[src/acc_pkg.sv]
`timescale 1ns / 1ps
// ----------------------------------------------------------------------------
// acc_pkg - shared types and codes of the alarm clock controller
// event and button codes, mode codes, display kinds and display helpers
// ----------------------------------------------------------------------------
package acc_pkg;

  typedef logic [1:0]  opcode_t;
  typedef logic [1:0]  button_t;
  typedef logic [2:0]  mode_t;
  typedef logic [2:0]  kind_t;
  typedef logic [4:0]  hour_t;
  typedef logic [5:0]  minute_t;
  typedef logic [3:0]  volume_t;
  typedef logic [11:0] dvalue_t;
  typedef logic [6:0]  rvolume_t;
  typedef logic [7:0]  seconds_t;

  typedef struct packed {
    kind_t   kind;
    dvalue_t value;
  } display_t;

  // event kinds
  localparam opcode_t OP_SECOND = 2'd0;
  localparam opcode_t OP_HALF   = 2'd1;
  localparam opcode_t OP_BUTTON = 2'd2;

  // buttons
  localparam button_t BTN_MODE  = 2'd0;
  localparam button_t BTN_PLUS  = 2'd1;
  localparam button_t BTN_MINUS = 2'd2;
  localparam button_t BTN_ALARM = 2'd3;

  // display modes
  localparam mode_t MODE_CLOCK    = 3'd0;
  localparam mode_t MODE_SHOW     = 3'd1;
  localparam mode_t MODE_SET_HOUR = 3'd2;
  localparam mode_t MODE_SET_MIN  = 3'd3;
  localparam mode_t MODE_SOUND    = 3'd4;
  localparam mode_t MODE_VOLUME   = 3'd5;

  // display kinds
  localparam kind_t KIND_BLANK      = 3'd0;
  localparam kind_t KIND_TIME_COLON = 3'd1;
  localparam kind_t KIND_TIME_PLAIN = 3'd2;
  localparam kind_t KIND_SET_HOUR   = 3'd3;
  localparam kind_t KIND_SET_MIN    = 3'd4;
  localparam kind_t KIND_SOUND      = 3'd5;
  localparam kind_t KIND_VOLUME     = 3'd6;

  localparam hour_t    HOUR_MAX       = 5'd23;
  localparam minute_t  MINUTE_MAX     = 6'd59;
  localparam volume_t  VOLUME_MAX     = 4'd9;
  localparam seconds_t IDLE_MAX       = 8'd255;
  localparam seconds_t TIMEOUT_RESET  = 8'd15;

  // hour * 100 + minute, kept to the display width
  function automatic dvalue_t hhmm(input hour_t h, input minute_t m);
    dvalue_t prod;
    prod = dvalue_t'({7'd0, h} * 12'd100);
    return prod + {6'd0, m};
  endfunction

  // what a mode shows; clock mode has no display of its own
  function automatic display_t mode_display(input mode_t mode, input hour_t ah,
                                            input minute_t am, input volume_t vol);
    display_t d;
    d.kind  = KIND_BLANK;
    d.value = '0;
    case (mode)
      MODE_SHOW: begin
        d.kind  = KIND_TIME_COLON;
        d.value = hhmm(ah, am);
      end
      MODE_SET_HOUR: begin
        d.kind  = KIND_SET_HOUR;
        d.value = {7'd0, ah};
      end
      MODE_SET_MIN: begin
        d.kind  = KIND_SET_MIN;
        d.value = {6'd0, am};
      end
      MODE_SOUND: begin
        d.kind  = KIND_SOUND;
        d.value = '0;
      end
      MODE_VOLUME: begin
        d.kind  = KIND_VOLUME;
        d.value = {8'd0, vol};
      end
      default: begin
        d.kind  = KIND_BLANK;
        d.value = '0;
      end
    endcase
    return d;
  endfunction

endpackage

[src/acc_evt_if.sv]
`timescale 1ns / 1ps
// ----------------------------------------------------------------------------
// acc_evt_if - event channel of the alarm clock controller
// valid/ready handshake carrying one event item
// ----------------------------------------------------------------------------
interface acc_evt_if;
  import acc_pkg::*;

  logic    valid;
  logic    ready;
  opcode_t opcode;
  button_t button;
  hour_t   now_hour;
  minute_t now_minute;
  minute_t now_second;

  modport source (output valid, output opcode, output button, output now_hour,
                  output now_minute, output now_second, input ready);
  modport sink   (input valid, input opcode, input button, input now_hour,
                  input now_minute, input now_second, output ready);
endinterface

[src/acc_res_if.sv]
`timescale 1ns / 1ps
// ----------------------------------------------------------------------------
// acc_res_if - result channel of the alarm clock controller
// valid/ready handshake carrying one result item
// ----------------------------------------------------------------------------
interface acc_res_if;
  import acc_pkg::*;

  logic     valid;
  logic     ready;
  kind_t    display_kind;
  dvalue_t  display_value;
  logic     ring;
  rvolume_t ring_volume;
  logic     alarm_enabled;
  mode_t    mode_now;

  modport source (output valid, output display_kind, output display_value, output ring,
                  output ring_volume, output alarm_enabled, output mode_now, input ready);
  modport sink   (input valid, input display_kind, input display_value, input ring,
                  input ring_volume, input alarm_enabled, input mode_now, output ready);
endinterface

[src/alarm_clock_controller.sv]
`timescale 1ns / 1ps
// ----------------------------------------------------------------------------
// alarm_clock_controller - mode controller of a digital alarm clock
// display mode, alarm time and volume, blink flags and back-to-clock timeout
// ----------------------------------------------------------------------------
// usage
//   evt : one item per event (second tick, half-second tick, button press),
//         each carrying the current time
//   res : exactly one item per event: display kind and value after the event,
//         ring flag with volume, alarm enable and current mode
//   cfg_wr_en / cfg_wr_data : back-to-clock timeout in second ticks, written
//         while the block is idle; 0 behaves as 1
// timing
//   an accepted event passes an input register, then the state update and
//   result register, whose output drives res.valid; one item per cycle
//   sustained while res is not stalled, because the state update is a single
//   short pass of logic per event
// reset (synchronous, rst high)
//   clock mode, alarm 00:00 off, volume 0, blink flags and timeout cleared,
//   shown display blank; timeout register back to 15 seconds
// stalls
//   while res is stalled the held result stays put; the input register still
//   takes one more event, then evt.ready drops until the result leaves
// ----------------------------------------------------------------------------
module alarm_clock_controller (
  input  logic            clk,
  input  logic            rst,
  input  logic            cfg_wr_en,
  input  acc_pkg::seconds_t cfg_wr_data,
  acc_evt_if.sink         evt,
  acc_res_if.source       res
);
  import acc_pkg::*;

  // configuration
  seconds_t timeout_cfg;

  // input register
  logic    s1_valid;
  opcode_t s1_opcode;
  button_t s1_button;
  hour_t   s1_hour;
  minute_t s1_minute;
  minute_t s1_second;

  // controller state
  logic [2:0] mode;
  hour_t      alarm_hour;
  minute_t    alarm_minute;
  logic       alarm_on;
  volume_t    alarm_volume;
  logic       colon_blink;
  logic       half_blink;
  seconds_t   idle_seconds;
  logic       timeout_armed;
  display_t   shown;

  // next values
  logic [2:0] mode_next;
  hour_t      alarm_hour_next;
  minute_t    alarm_minute_next;
  logic       alarm_on_next;
  volume_t    alarm_volume_next;
  logic       colon_blink_next;
  logic       half_blink_next;
  seconds_t   idle_seconds_next;
  logic       timeout_armed_next;
  display_t   shown_next;
  logic       ring_next;
  rvolume_t   ring_volume_next;

  logic       clock_show;    // clock display and colon toggle on this event
  logic       alarm_check;   // alarm compare on this event
  logic [6:0] vol_times_ten;

  // result register
  logic res_valid;
  logic advance;

  // the input register moves on when the result register is free or drains
  assign advance   = s1_valid && (!res_valid || res.ready);
  assign evt.ready = !s1_valid || advance;
  assign res.valid = res_valid;

  always_ff @(posedge clk) begin
    if (rst) begin
      timeout_cfg <= TIMEOUT_RESET;
    end else if (cfg_wr_en) begin
      timeout_cfg <= cfg_wr_data;
    end
  end

  always_ff @(posedge clk) begin
    if (rst) begin
      s1_valid <= 1'b0;
    end else if (evt.valid && evt.ready) begin
      s1_valid <= 1'b1;
    end else if (advance) begin
      s1_valid <= 1'b0;
    end
  end

  always_ff @(posedge clk) begin
    if (evt.valid && evt.ready) begin
      s1_opcode <= evt.opcode;
      s1_button <= evt.button;
      s1_hour   <= evt.now_hour;
      s1_minute <= evt.now_minute;
      s1_second <= evt.now_second;
    end
  end

  // one pass of the mode machine per event
  always_comb begin
    mode_next          = mode;
    alarm_hour_next    = alarm_hour;
    alarm_minute_next  = alarm_minute;
    alarm_on_next      = alarm_on;
    alarm_volume_next  = alarm_volume;
    colon_blink_next   = colon_blink;
    half_blink_next    = half_blink;
    idle_seconds_next  = idle_seconds;
    timeout_armed_next = timeout_armed;
    shown_next         = shown;
    ring_next          = 1'b0;
    clock_show         = 1'b0;
    alarm_check        = 1'b0;

    case (s1_opcode)
      OP_SECOND: begin
        if (timeout_armed) begin
          idle_seconds_next = (idle_seconds == IDLE_MAX) ? idle_seconds
                                                         : idle_seconds + 8'd1;
          // a zero timeout still fires here since the count is at least one
          if (idle_seconds_next >= timeout_cfg) begin
            mode_next          = MODE_CLOCK;
            timeout_armed_next = 1'b0;
          end
        end
        clock_show  = (mode_next == MODE_CLOCK);
        alarm_check = 1'b1;
      end

      OP_HALF: begin
        half_blink_next = ~half_blink;
        if (mode inside {MODE_SHOW, MODE_SET_HOUR, MODE_SET_MIN}) begin
          if (half_blink_next) begin
            shown_next.kind  = KIND_BLANK;
            shown_next.value = '0;
          end else begin
            shown_next = mode_display(mode, alarm_hour, alarm_minute, alarm_volume);
          end
        end
      end

      OP_BUTTON: begin
        if (s1_button == BTN_ALARM) begin
          alarm_on_next = ~alarm_on;
        end else begin
          timeout_armed_next = 1'b1;
          idle_seconds_next  = '0;
        end

        case (mode)
          MODE_CLOCK: begin
            if (s1_button == BTN_MODE) mode_next = MODE_SHOW;
          end
          MODE_SHOW: begin
            if (s1_button == BTN_MODE) mode_next = MODE_SET_HOUR;
          end
          MODE_SET_HOUR: begin
            if (s1_button == BTN_PLUS) begin
              alarm_hour_next = (alarm_hour >= HOUR_MAX) ? '0 : alarm_hour + 5'd1;
            end
            if (s1_button == BTN_MINUS) begin
              alarm_hour_next = (alarm_hour == '0 || alarm_hour > HOUR_MAX) ? HOUR_MAX
                                                                             : alarm_hour - 5'd1;
            end
            if (s1_button == BTN_MODE) mode_next = MODE_SET_MIN;
          end
          MODE_SET_MIN: begin
            if (s1_button == BTN_PLUS) begin
              alarm_minute_next = (alarm_minute >= MINUTE_MAX) ? '0 : alarm_minute + 6'd1;
            end
            if (s1_button == BTN_MINUS) begin
              alarm_minute_next = (alarm_minute == '0 || alarm_minute > MINUTE_MAX)
                                  ? MINUTE_MAX : alarm_minute - 6'd1;
            end
            if (s1_button == BTN_MODE) mode_next = MODE_SOUND;
          end
          MODE_SOUND: begin
            if (s1_button == BTN_MODE) mode_next = MODE_VOLUME;
          end
          MODE_VOLUME: begin
            if (s1_button == BTN_PLUS) begin
              alarm_volume_next = (alarm_volume >= VOLUME_MAX) ? VOLUME_MAX
                                                               : alarm_volume + 4'd1;
            end
            if (s1_button == BTN_MINUS) begin
              alarm_volume_next = (alarm_volume == '0) ? '0 : alarm_volume - 4'd1;
            end
            // leaving volume mode behaves like a second tick in clock mode
            if (s1_button == BTN_MODE) begin
              mode_next   = MODE_CLOCK;
              clock_show  = 1'b1;
              alarm_check = 1'b1;
            end
          end
          default: begin
            mode_next = MODE_CLOCK;
          end
        endcase

        // the settled mode's display wins over anything shown on the way
        if (mode_next != MODE_CLOCK) begin
          shown_next = mode_display(mode_next, alarm_hour_next, alarm_minute_next,
                                    alarm_volume_next);
        end
      end

      default: begin
      end
    endcase

    if (clock_show) begin
      shown_next.kind  = colon_blink ? KIND_TIME_COLON : KIND_TIME_PLAIN;
      shown_next.value = hhmm(s1_hour, s1_minute);
      colon_blink_next = ~colon_blink;
    end

    // alarm fires only at second zero of the matching minute
    if (alarm_check && s1_second == '0 && alarm_on_next &&
        alarm_hour_next == s1_hour && alarm_minute_next == s1_minute) begin
      ring_next = 1'b1;
      mode_next = MODE_CLOCK;
    end
  end

  // volume times ten as two shifts
  assign vol_times_ten    = {alarm_volume_next, 3'd0} + {2'd0, alarm_volume_next, 1'b0};
  assign ring_volume_next = ring_next ? vol_times_ten : '0;

  always_ff @(posedge clk) begin
    if (rst) begin
      mode          <= MODE_CLOCK;
      alarm_hour    <= '0;
      alarm_minute  <= '0;
      alarm_on      <= 1'b0;
      alarm_volume  <= '0;
      colon_blink   <= 1'b0;
      half_blink    <= 1'b0;
      idle_seconds  <= '0;
      timeout_armed <= 1'b0;
      shown         <= '0;
    end else if (advance) begin
      mode          <= mode_next;
      alarm_hour    <= alarm_hour_next;
      alarm_minute  <= alarm_minute_next;
      alarm_on      <= alarm_on_next;
      alarm_volume  <= alarm_volume_next;
      colon_blink   <= colon_blink_next;
      half_blink    <= half_blink_next;
      idle_seconds  <= idle_seconds_next;
      timeout_armed <= timeout_armed_next;
      shown         <= shown_next;
    end
  end

  // result register
  always_ff @(posedge clk) begin
    if (rst) begin
      res_valid <= 1'b0;
    end else if (advance) begin
      res_valid <= 1'b1;
    end else if (res.ready) begin
      res_valid <= 1'b0;
    end
  end

  always_ff @(posedge clk) begin
    if (advance) begin
      res.display_kind  <= shown_next.kind;
      res.display_value <= shown_next.value;
      res.ring          <= ring_next;
      res.ring_volume   <= ring_volume_next;
      res.alarm_enabled <= alarm_on_next;
      res.mode_now      <= mode_next;
    end
  end

endmodule
[src/flat_wrapper.sv]
// flat-port wrapper written by rule: the top's interface ports become plain ports
module alarm_clock_controller_flat import acc_pkg::*;
  (clk, rst, cfg_wr_en, cfg_wr_data, evt_valid, evt_opcode, evt_button, evt_now_hour, evt_now_minute, evt_now_second, evt_ready, res_valid, res_display_kind, res_display_value, res_ring, res_ring_volume, res_alarm_enabled, res_mode_now, res_ready);
  acc_evt_if evt_i ();
  acc_res_if res_i ();
  input  logic clk;
  input  logic rst;
  input  logic cfg_wr_en;
  input  acc_pkg::seconds_t cfg_wr_data;
  input wire logic [$bits(evt_i.valid)-1:0] evt_valid;
  input wire logic [$bits(evt_i.opcode)-1:0] evt_opcode;
  input wire logic [$bits(evt_i.button)-1:0] evt_button;
  input wire logic [$bits(evt_i.now_hour)-1:0] evt_now_hour;
  input wire logic [$bits(evt_i.now_minute)-1:0] evt_now_minute;
  input wire logic [$bits(evt_i.now_second)-1:0] evt_now_second;
  output wire logic [$bits(evt_i.ready)-1:0] evt_ready;
  output wire logic [$bits(res_i.valid)-1:0] res_valid;
  output wire logic [$bits(res_i.display_kind)-1:0] res_display_kind;
  output wire logic [$bits(res_i.display_value)-1:0] res_display_value;
  output wire logic [$bits(res_i.ring)-1:0] res_ring;
  output wire logic [$bits(res_i.ring_volume)-1:0] res_ring_volume;
  output wire logic [$bits(res_i.alarm_enabled)-1:0] res_alarm_enabled;
  output wire logic [$bits(res_i.mode_now)-1:0] res_mode_now;
  input wire logic [$bits(res_i.ready)-1:0] res_ready;
  assign evt_i.valid = evt_valid;
  assign evt_i.opcode = evt_opcode;
  assign evt_i.button = evt_button;
  assign evt_i.now_hour = evt_now_hour;
  assign evt_i.now_minute = evt_now_minute;
  assign evt_i.now_second = evt_now_second;
  assign evt_ready = evt_i.ready;
  assign res_valid = res_i.valid;
  assign res_display_kind = res_i.display_kind;
  assign res_display_value = res_i.display_value;
  assign res_ring = res_i.ring;
  assign res_ring_volume = res_i.ring_volume;
  assign res_alarm_enabled = res_i.alarm_enabled;
  assign res_mode_now = res_i.mode_now;
  assign res_i.ready = res_ready;
  alarm_clock_controller u_core (.clk(clk), .rst(rst), .cfg_wr_en(cfg_wr_en), .cfg_wr_data(cfg_wr_data), .evt(evt_i), .res(res_i));
endmodule
[config.mk]
export PLATFORM = sky130hd
export DESIGN_NAME = alarm_clock_controller_flat
export DESIGN_NICKNAME = d
export VERILOG_FILES = /design/src/acc_pkg.sv /design/src/acc_evt_if.sv /design/src/acc_res_if.sv /design/src/alarm_clock_controller.sv /design/src/flat_wrapper.sv
export SDC_FILE = /design/constraint.sdc
export NUM_CORES = 1
export LEC_CHECK = 0
export ABC_CLOCK_PERIOD_IN_PS = 6800
export BUFFER_PORTS_ARGS = -buffer_cell sky130_fd_sc_hd__buf_2
export CAP_MARGIN = 20
export CORE_MARGIN = 3
export CORE_UTILIZATION = 50
export DETAILED_ROUTE_END_ITERATION = 7
export GPL_ROUTABILITY_DRIVEN = 0
export PLACE_DENSITY = 0.68
export SLEW_MARGIN = 5
export SYNTH_ARGS = -nofsm -noshare
export SYNTH_HDL_FRONTEND = slang
export SYNTH_SLANG_ARGS = --single-unit
[constraint.sdc]
create_clock -name clk -period 6.8 [get_ports clk]
set_input_delay 1.36 -clock clk [delete_from_list [all_inputs] [get_ports clk]]
set_output_delay 1.36 -clock clk [all_outputs]
set_load 0.01 [all_outputs]
# After elaboration in Yosys (flattened, before gate mapping)
# Cells that the tools add are included.
[op_classes] n_bitwise=3 n_addsub=11 mux=60 n_reduce_logical=29 eq_ne=20 order_cmp=6 mul=3
[op_table] cell="$pmux 15 s5" count=2
[op_table] cell="$mux 15" count=4
[op_table] cell="$mux 6" count=7
[op_table] cell="$add 12x6->12" count=3
[op_table] cell="$mux 5" count=7
[op_table] cell="$mux 3" count=11
[op_table] cell="$mul 5x5->10 const B" count=3
[op_table] cell="$pmux 15 s2" count=1
[op_table] cell="$mux 4" count=6
[op_table] cell="$mux 8" count=3
[op_table] cell="$pmux 3 s6" count=1
[op_table] cell="$pmux 8 s2" count=1
[op_table] cell="$eq 3x2->1 const B" count=4
[op_table] cell="$eq 3x3->1 const B" count=4
[op_table] cell="$logic_not 6->1" count=2
[op_table] cell="$mux 1" count=12
[op_table] cell="$add 8x1->8 const B" count=1
[op_table] cell="$eq 8x8->1 const B" count=1
[op_table] cell="$ge 8x8->1" count=1
[op_table] cell="$add 7x5->7" count=1
[op_table] cell="$add 6x1->6 const B" count=1
[op_table] cell="$eq 2x2->1 const B" count=3
[op_table] cell="$eq 3x1->1 const B" count=2
[op_table] cell="$eq 6x6->1" count=1
[op_table] cell="other kinds (30)" count=50
[totals] out_inout_bits=29 inputBits=34 word_cells=157 ff_bits=103

# Logic depth before layout (Yosys ltp)
[logic_depth] ltp_word=12 ltp_mapped=21 ltp_nobuf=19

# Worst setup path before layout
# No wires, ideal clock.
[synth_timing] path_kind="register to register" start="register u_core.alarm_hour[3]" end="register u_core.res.display_value[11], data pin" setup_time_ns=0.259 path_stages_with_launch=20 path_buffers=1 arrival_time_ns=4.487 synth_period_minus_slack_ns=4.746 path_slack_ns=2.054 required_ns=6.541 path_cell_list="dfxtp_1 clkbuf_1 inv_1 ha_1 a31o_2 a211oi_1 a32oi_1 a221oi_1 inv_1 ha_1 ha_1 inv_1 fa_1 xnor2_1 nor2b_1 o21ai_0 nor3_1 xnor2_1 o21ai_0 o31a_1"
[synth_lines] element="start, declared" line_no="alarm_clock_controller.sv:48" text="hour_t alarm_hour;"
[synth_lines] element="start signal, assigned" line_no="alarm_clock_controller.sv:257" text="alarm_hour <= alarm_hour_next;"
[synth_lines] element="end signal, assigned" line_no="alarm_clock_controller.sv:283" text="res.display_value <= shown_next.value;"
[synth_lines] element="end, declared" line_no="acc_res_if.sv:18" text="modport source (output valid, output display_kind, output display_value, output ring,"

# Worst setup path in the final report
[layout_timing] start="register u_core.alarm_hour[3]" end="register u_core.shown[9] (netlist name)"
[layout_between] elab_chain_len=12 word_cells_on_any_way=23 cone_classes="add/sub: 4; mul: 2; order compare: 2; mux: 13; reduce/logical: 2"
[layout_lines] element="$add 5x1->5, or another cell as far along" line_no="alarm_clock_controller.sv:173" text="alarm_hour_next = (alarm_hour >= HOUR_MAX) ? '0 : alarm_hour + 5'd1;"
[layout_lines] element="$mux 5 or $logic_or 1x1->1 (tied branches)" line_no="alarm_clock_controller.sv:173, alarm_clock_controller.sv:176"
[layout_lines] element="$mux 5, on equally long branches" line_no="alarm_clock_controller.sv:172, alarm_clock_controller.sv:176"
[layout_lines] element="$mux 5" line_no="alarm_clock_controller.sv:175" text="if (s1_button == BTN_MINUS) begin"
[layout_lines] element="$mux 5" line_no="alarm_clock_controller.sv:164" text="case (mode)"
[layout_lines] element="$mux 5" line_no="alarm_clock_controller.sv:129" text="case (s1_opcode)"
[layout_lines] element="$mul 5x5->10" line_no="acc_pkg.sv:61" text="prod = dvalue_t'({7'd0, h} * 12'd100);"
[layout_lines] element="$add 12x6->12" line_no="acc_pkg.sv:62" text="return prod + {6'd0, m};"
[layout_lines] element="$pmux 15 s5" line_no="acc_pkg.sv:71" text="case (mode)"
[layout_lines] element="$mux 15" line_no="alarm_clock_controller.sv:215" text="if (mode_next != MODE_CLOCK) begin"
[layout_lines] element="$pmux 15 s2 (*)" line_no="alarm_clock_controller.sv:129"
[layout_lines] element="$mux 15 (*)" line_no="alarm_clock_controller.sv:225" text="if (clock_show) begin"
[layout_lines] element="end signal, assigned" line_no="alarm_clock_controller.sv:265" text="shown <= shown_next;"
[layout_lines] element="end, declared" line_no="alarm_clock_controller.sv:56" text="display_t shown;"
# Mark *: on every way between the ends. The rest lies on a longest branch, timed or not. The select of a mux whose other input is x is not followed.
# A chain may end at the register's enable or synchronous reset.

==> results.json <==
{
  "status": "finished, final reports clean",
  "seqCellArea_mm2": 0.00251,
  "core_mm2": 0.0174,
  "setup_viol": 0,
  "clk_latency_ns": 0.37,
  "path_clk_slew_ns": 0.07,
  "fp.dieW_um": 140,
  "yosysWarnings": 0,
  "track_usage_pct": 25.9,
  "crit_fanout": 12,
  "syn_to_final_growth_pct": 7.42,
  "synth_edf_count": 47,
  "multi_input_area_mm2": 0.00589,
  "synth.avg_cell_area_um2": 8.46,
  "cp_num_cells": 19,
  "netlist_area_mm2": 0.00896,
  "yosys_register_bits": 102,
  "routed_wl_um": 25500,
  "cp_slowest_cell": "a31oi_1",
  "rows": 48,
  "portBuffers": 61,
  "ant_nets": 0,
  "synth_top_cell_by_area": "edfxtp_1",
  "synthCells": 1059,
  "crit_type": "flop to flop",
  "required_ns": 7.03,
  "path_cells": "inv_1, ha_1, a31oi_1, nand4_1, a32oi_1, a221oi_1, inv_1, ha_1, ha_1, inv_1, fa_1, xnor2_1, nor2b_1, o21ai_0, nor2_1, nor3_1, o21a_1, o311ai_0, a21oi_1",
  "grt_first_pass_wirelength_um": 40900,
  "cp_slowest_stage_delay_ns": 0.77,
  "clock_sinks": 102,
  "ys_seq_area_share_pct": 28.0,
  "met3_length_um": 1980,
  "cts_tree": "yes",
  "drive_gt1_share_pct": 12.3,
  "grt_max_degree": 47,
  "min_period_ns": 5.62,
  "whs_ns": 0.454,
  "synthArstFlopShare_pct": 0,
  "p_leak_nw": 3.94,
  "grt_overflow_total": 0,
  "synth_area_leaders": "edfxtp_1 16%, dfxtp_1 12%, ha_1 12%",
  "cts_inserted_buffers": 9,
  "fin_ws_ns": 1.18,
  "die_y_um": 140,
  "min_path_type": "flop to flop",
  "dp_hpwl_um": 18900,
  "synth-main-ff-cell": "dfxtp_1",
  "cts-root-buf": "clkbuf_16",
  "worst_pin_slew_ns": 0.935,
  "worstReg2RegStart": "u_core.alarm_hour[3]",
  "drt-wirelength-per-cell_um": 19.4,
  "cp.arrival_ns": 5.85,
  "slew_headroom_pct": 37.4,
  "first_global_vias": 7750,
  "top_layer_used": "met4",
  "ff2ff_path_depth": 19,
  "slew_violations": 0,
  "dr.first_iter.drc_count": 685,
  "ff2ff_setup_slack_ns": 1.18,
  "crit_path_end_kind": "flop",
  "cts_setup_buffers": 0,
  "fillers": 1628,
  "wl_met2_um": 11300,
  "cp-start-kind": "flop",
  "fin_tns_setup_ns": 0,
  "antenna_cells": 0,
  "clock_path_buffers": 2,
  "finalHoldViolCount": 0,
  "m1WireLength_um": 11100,
  "fin_util_pct": 55.3,
  "vias_per_cell": 6.27,
  "fin_crit_sh_pct": 82.7,
  "start_util_pct": 51.4,
  "antenna_found_initial": 0,
  "drtPass1Iterations": 6,
  "crit_family": "compound AO/OA/AOI/OAI gates",
  "cp.buffers_inverters": 3,
  "yosysMostFrequentCell": "nand2_1",
  "power_density_mw_per_mm2": 157,
  "holdBufCountCts": 0,
  "synth_top_area_share_pct": 15.8,
  "syn_nets": 1188,
  "rsz0062_at_grt": "false",
  "dp_slack_ns": 1.30,
  "holdCritStartpoint": "u_core.shown[9]",
  "whs_endpoint": "u_core.shown[9]",
  "maxCapViolations": 0,
  "postCtsResizedCells": 0,
  "worst_r2r_endpoint": "u_core.shown[9]",
  "io_pins": 63,
  "num-nets-final": 1211,
  "max_clock_freq_ghz": 0.178,
  "ir_drop_mv": 0.175,
  "synth_commonest_cells": "102 x nand2_1, 88 x ha_1, 87 x nor2_1, 77 x a21oi_1, 58 x inv_1",
  "die_area_mm2": 0.0196,
  "post_synth_num_cell_types": 93,
  "vias": 8228,
  "fin_worst_skew_ns": 0.00875,
  "min_path_cells": 2,
  "htreeDepth": 3,
  "drc_errors": 0
}
[placed cells by master, fill, tap and decap left out, types with 14 or more instances in the layout]
master	instances
a211oi_1	15
a21o_1	19
a21oi_1	77
a22oi_1	15
and3_1	14
buf_2	61
buf_4	14
dfxtp_1	55
edfxtp_1	47
ha_1	88
inv_1	58
nand2_1	102
nand3_1	20
nand4_1	14
nor2_1	87
nor2b_1	18
o21ai_0	47
xnor2_1	37
xor2_1	16
[cell families (layout without fill, tap and decap cells)]
| family | count (synthesis) | count (layout) | synth area share [%] |
|---|---|---|---|
| AO/OA/AOI/OAI | 302 | 302 | 23.2 |
| XOR/XNOR | 53 | 53 | 5.18 |
| adder cells (fa/ha/maj) | 96 | 96 | 14.0 |
| buffers and inverters | 123 | 151 | 6.17 |
| flip-flops | 102 | 102 | 28.0 |
| multiplexers | 18 | 18 | 2.11 |
| other | 1 | 1 | 0.0419 |
| AND/OR/NAND/NOR | 364 | 364 | 21.3 |
[worst max path at each step]
stage / from / end / slack, ns
after floorplan: u_core.alarm_hour[3] / u_core.res.display_value[11] / 2.05
after global placement: u_core.alarm_hour[3] / u_core.res.display_value[11] / 1.48
after detailed placement: u_core.alarm_hour[3] / u_core.shown[9] / 1.30
after CTS: u_core.alarm_hour[3] / u_core.shown[9] / 1.28
after global routing: u_core.alarm_hour[3] / u_core.shown[9] / 0.76
final: u_core.alarm_hour[3] / u_core.shown[9] / 1.18
[report_power, final]
part           switching, mW  leakage [nW]  internal, mW
Clock                  0.269         0.150         0.269
Combinational          0.163          2.89         0.108
Sequential            0.0265         0.898         0.671
Total                  0.458          3.94          1.05
[worst min-delay path, delay by kind of cell (launching register included)]
family | cells | cell delay [ns]
compound gates | 1 | 0.05
flops | 1 | 0.31
simple gates | 1 | 0.05
[flip-flops by register name, indices dropped and copies added, names as in the netlist]
name                      cells
u_core.timeout_cfg            8
u_core.res.alarm_enabled      1
u_core.alarm_on               1
u_core.s1_hour                5
u_core.res.ring_volume        6
u_core.half_blink             1
u_core.s1_opcode              2
u_core.alarm_minute           6
u_core.res.mode_now           3
u_core.s1_valid               1
u_core.res.ring               1
u_core.s1_second              6
u_core.res.display_kind       3
u_core.timeout_armed          1
u_core.idle_seconds           8
u_core.s1_minute              6
u_core.alarm_volume           4
u_core.mode                   3
u_core.res.display_value     12
u_core.s1_button              2
u_core.colon_blink            1
u_core.alarm_hour             5
u_core.res.valid              1
u_core.shown                 15
[routing by layer]
layer / up-vias / global-route usage, %
met1: 3870 / 35.2
met5: - / 0
met2: 342 / 40.0
met3: 81 / 5.19
li1: 3935 / -
met4: 0 / 11.5
[stage by stage]
| step | cells | area [µm²] | power (mW) |
|---|---|---|---|
| 3_5_place_dp | 1296 | 9320 | 0.980 |
| 3_3_place_gp | 1296 | 9320 | 0.977 |
| 2_1_floorplan | 1059 | 8960 | 0.899 |
| 6_report | 1312 | 9620 | 1.51 |
| 5_1_grt | 1312 | 9620 | 1.57 |
| 4_1_cts | 1312 | 9620 | 1.52 |
[area by class of cell]
class                           instances  share of cell area, %
Clock inverter                          6                  0.637
Clock buffer                           10                   2.48
Timing Repair Buffer                   75                   4.26
Sequential cell                       102                   26.1
Tap cell                              225                   2.93
Multi-Input combinational cell        834                   61.2
Inverter                               60                   2.34
No activity file was read; power rests on OpenSTA's default activity.
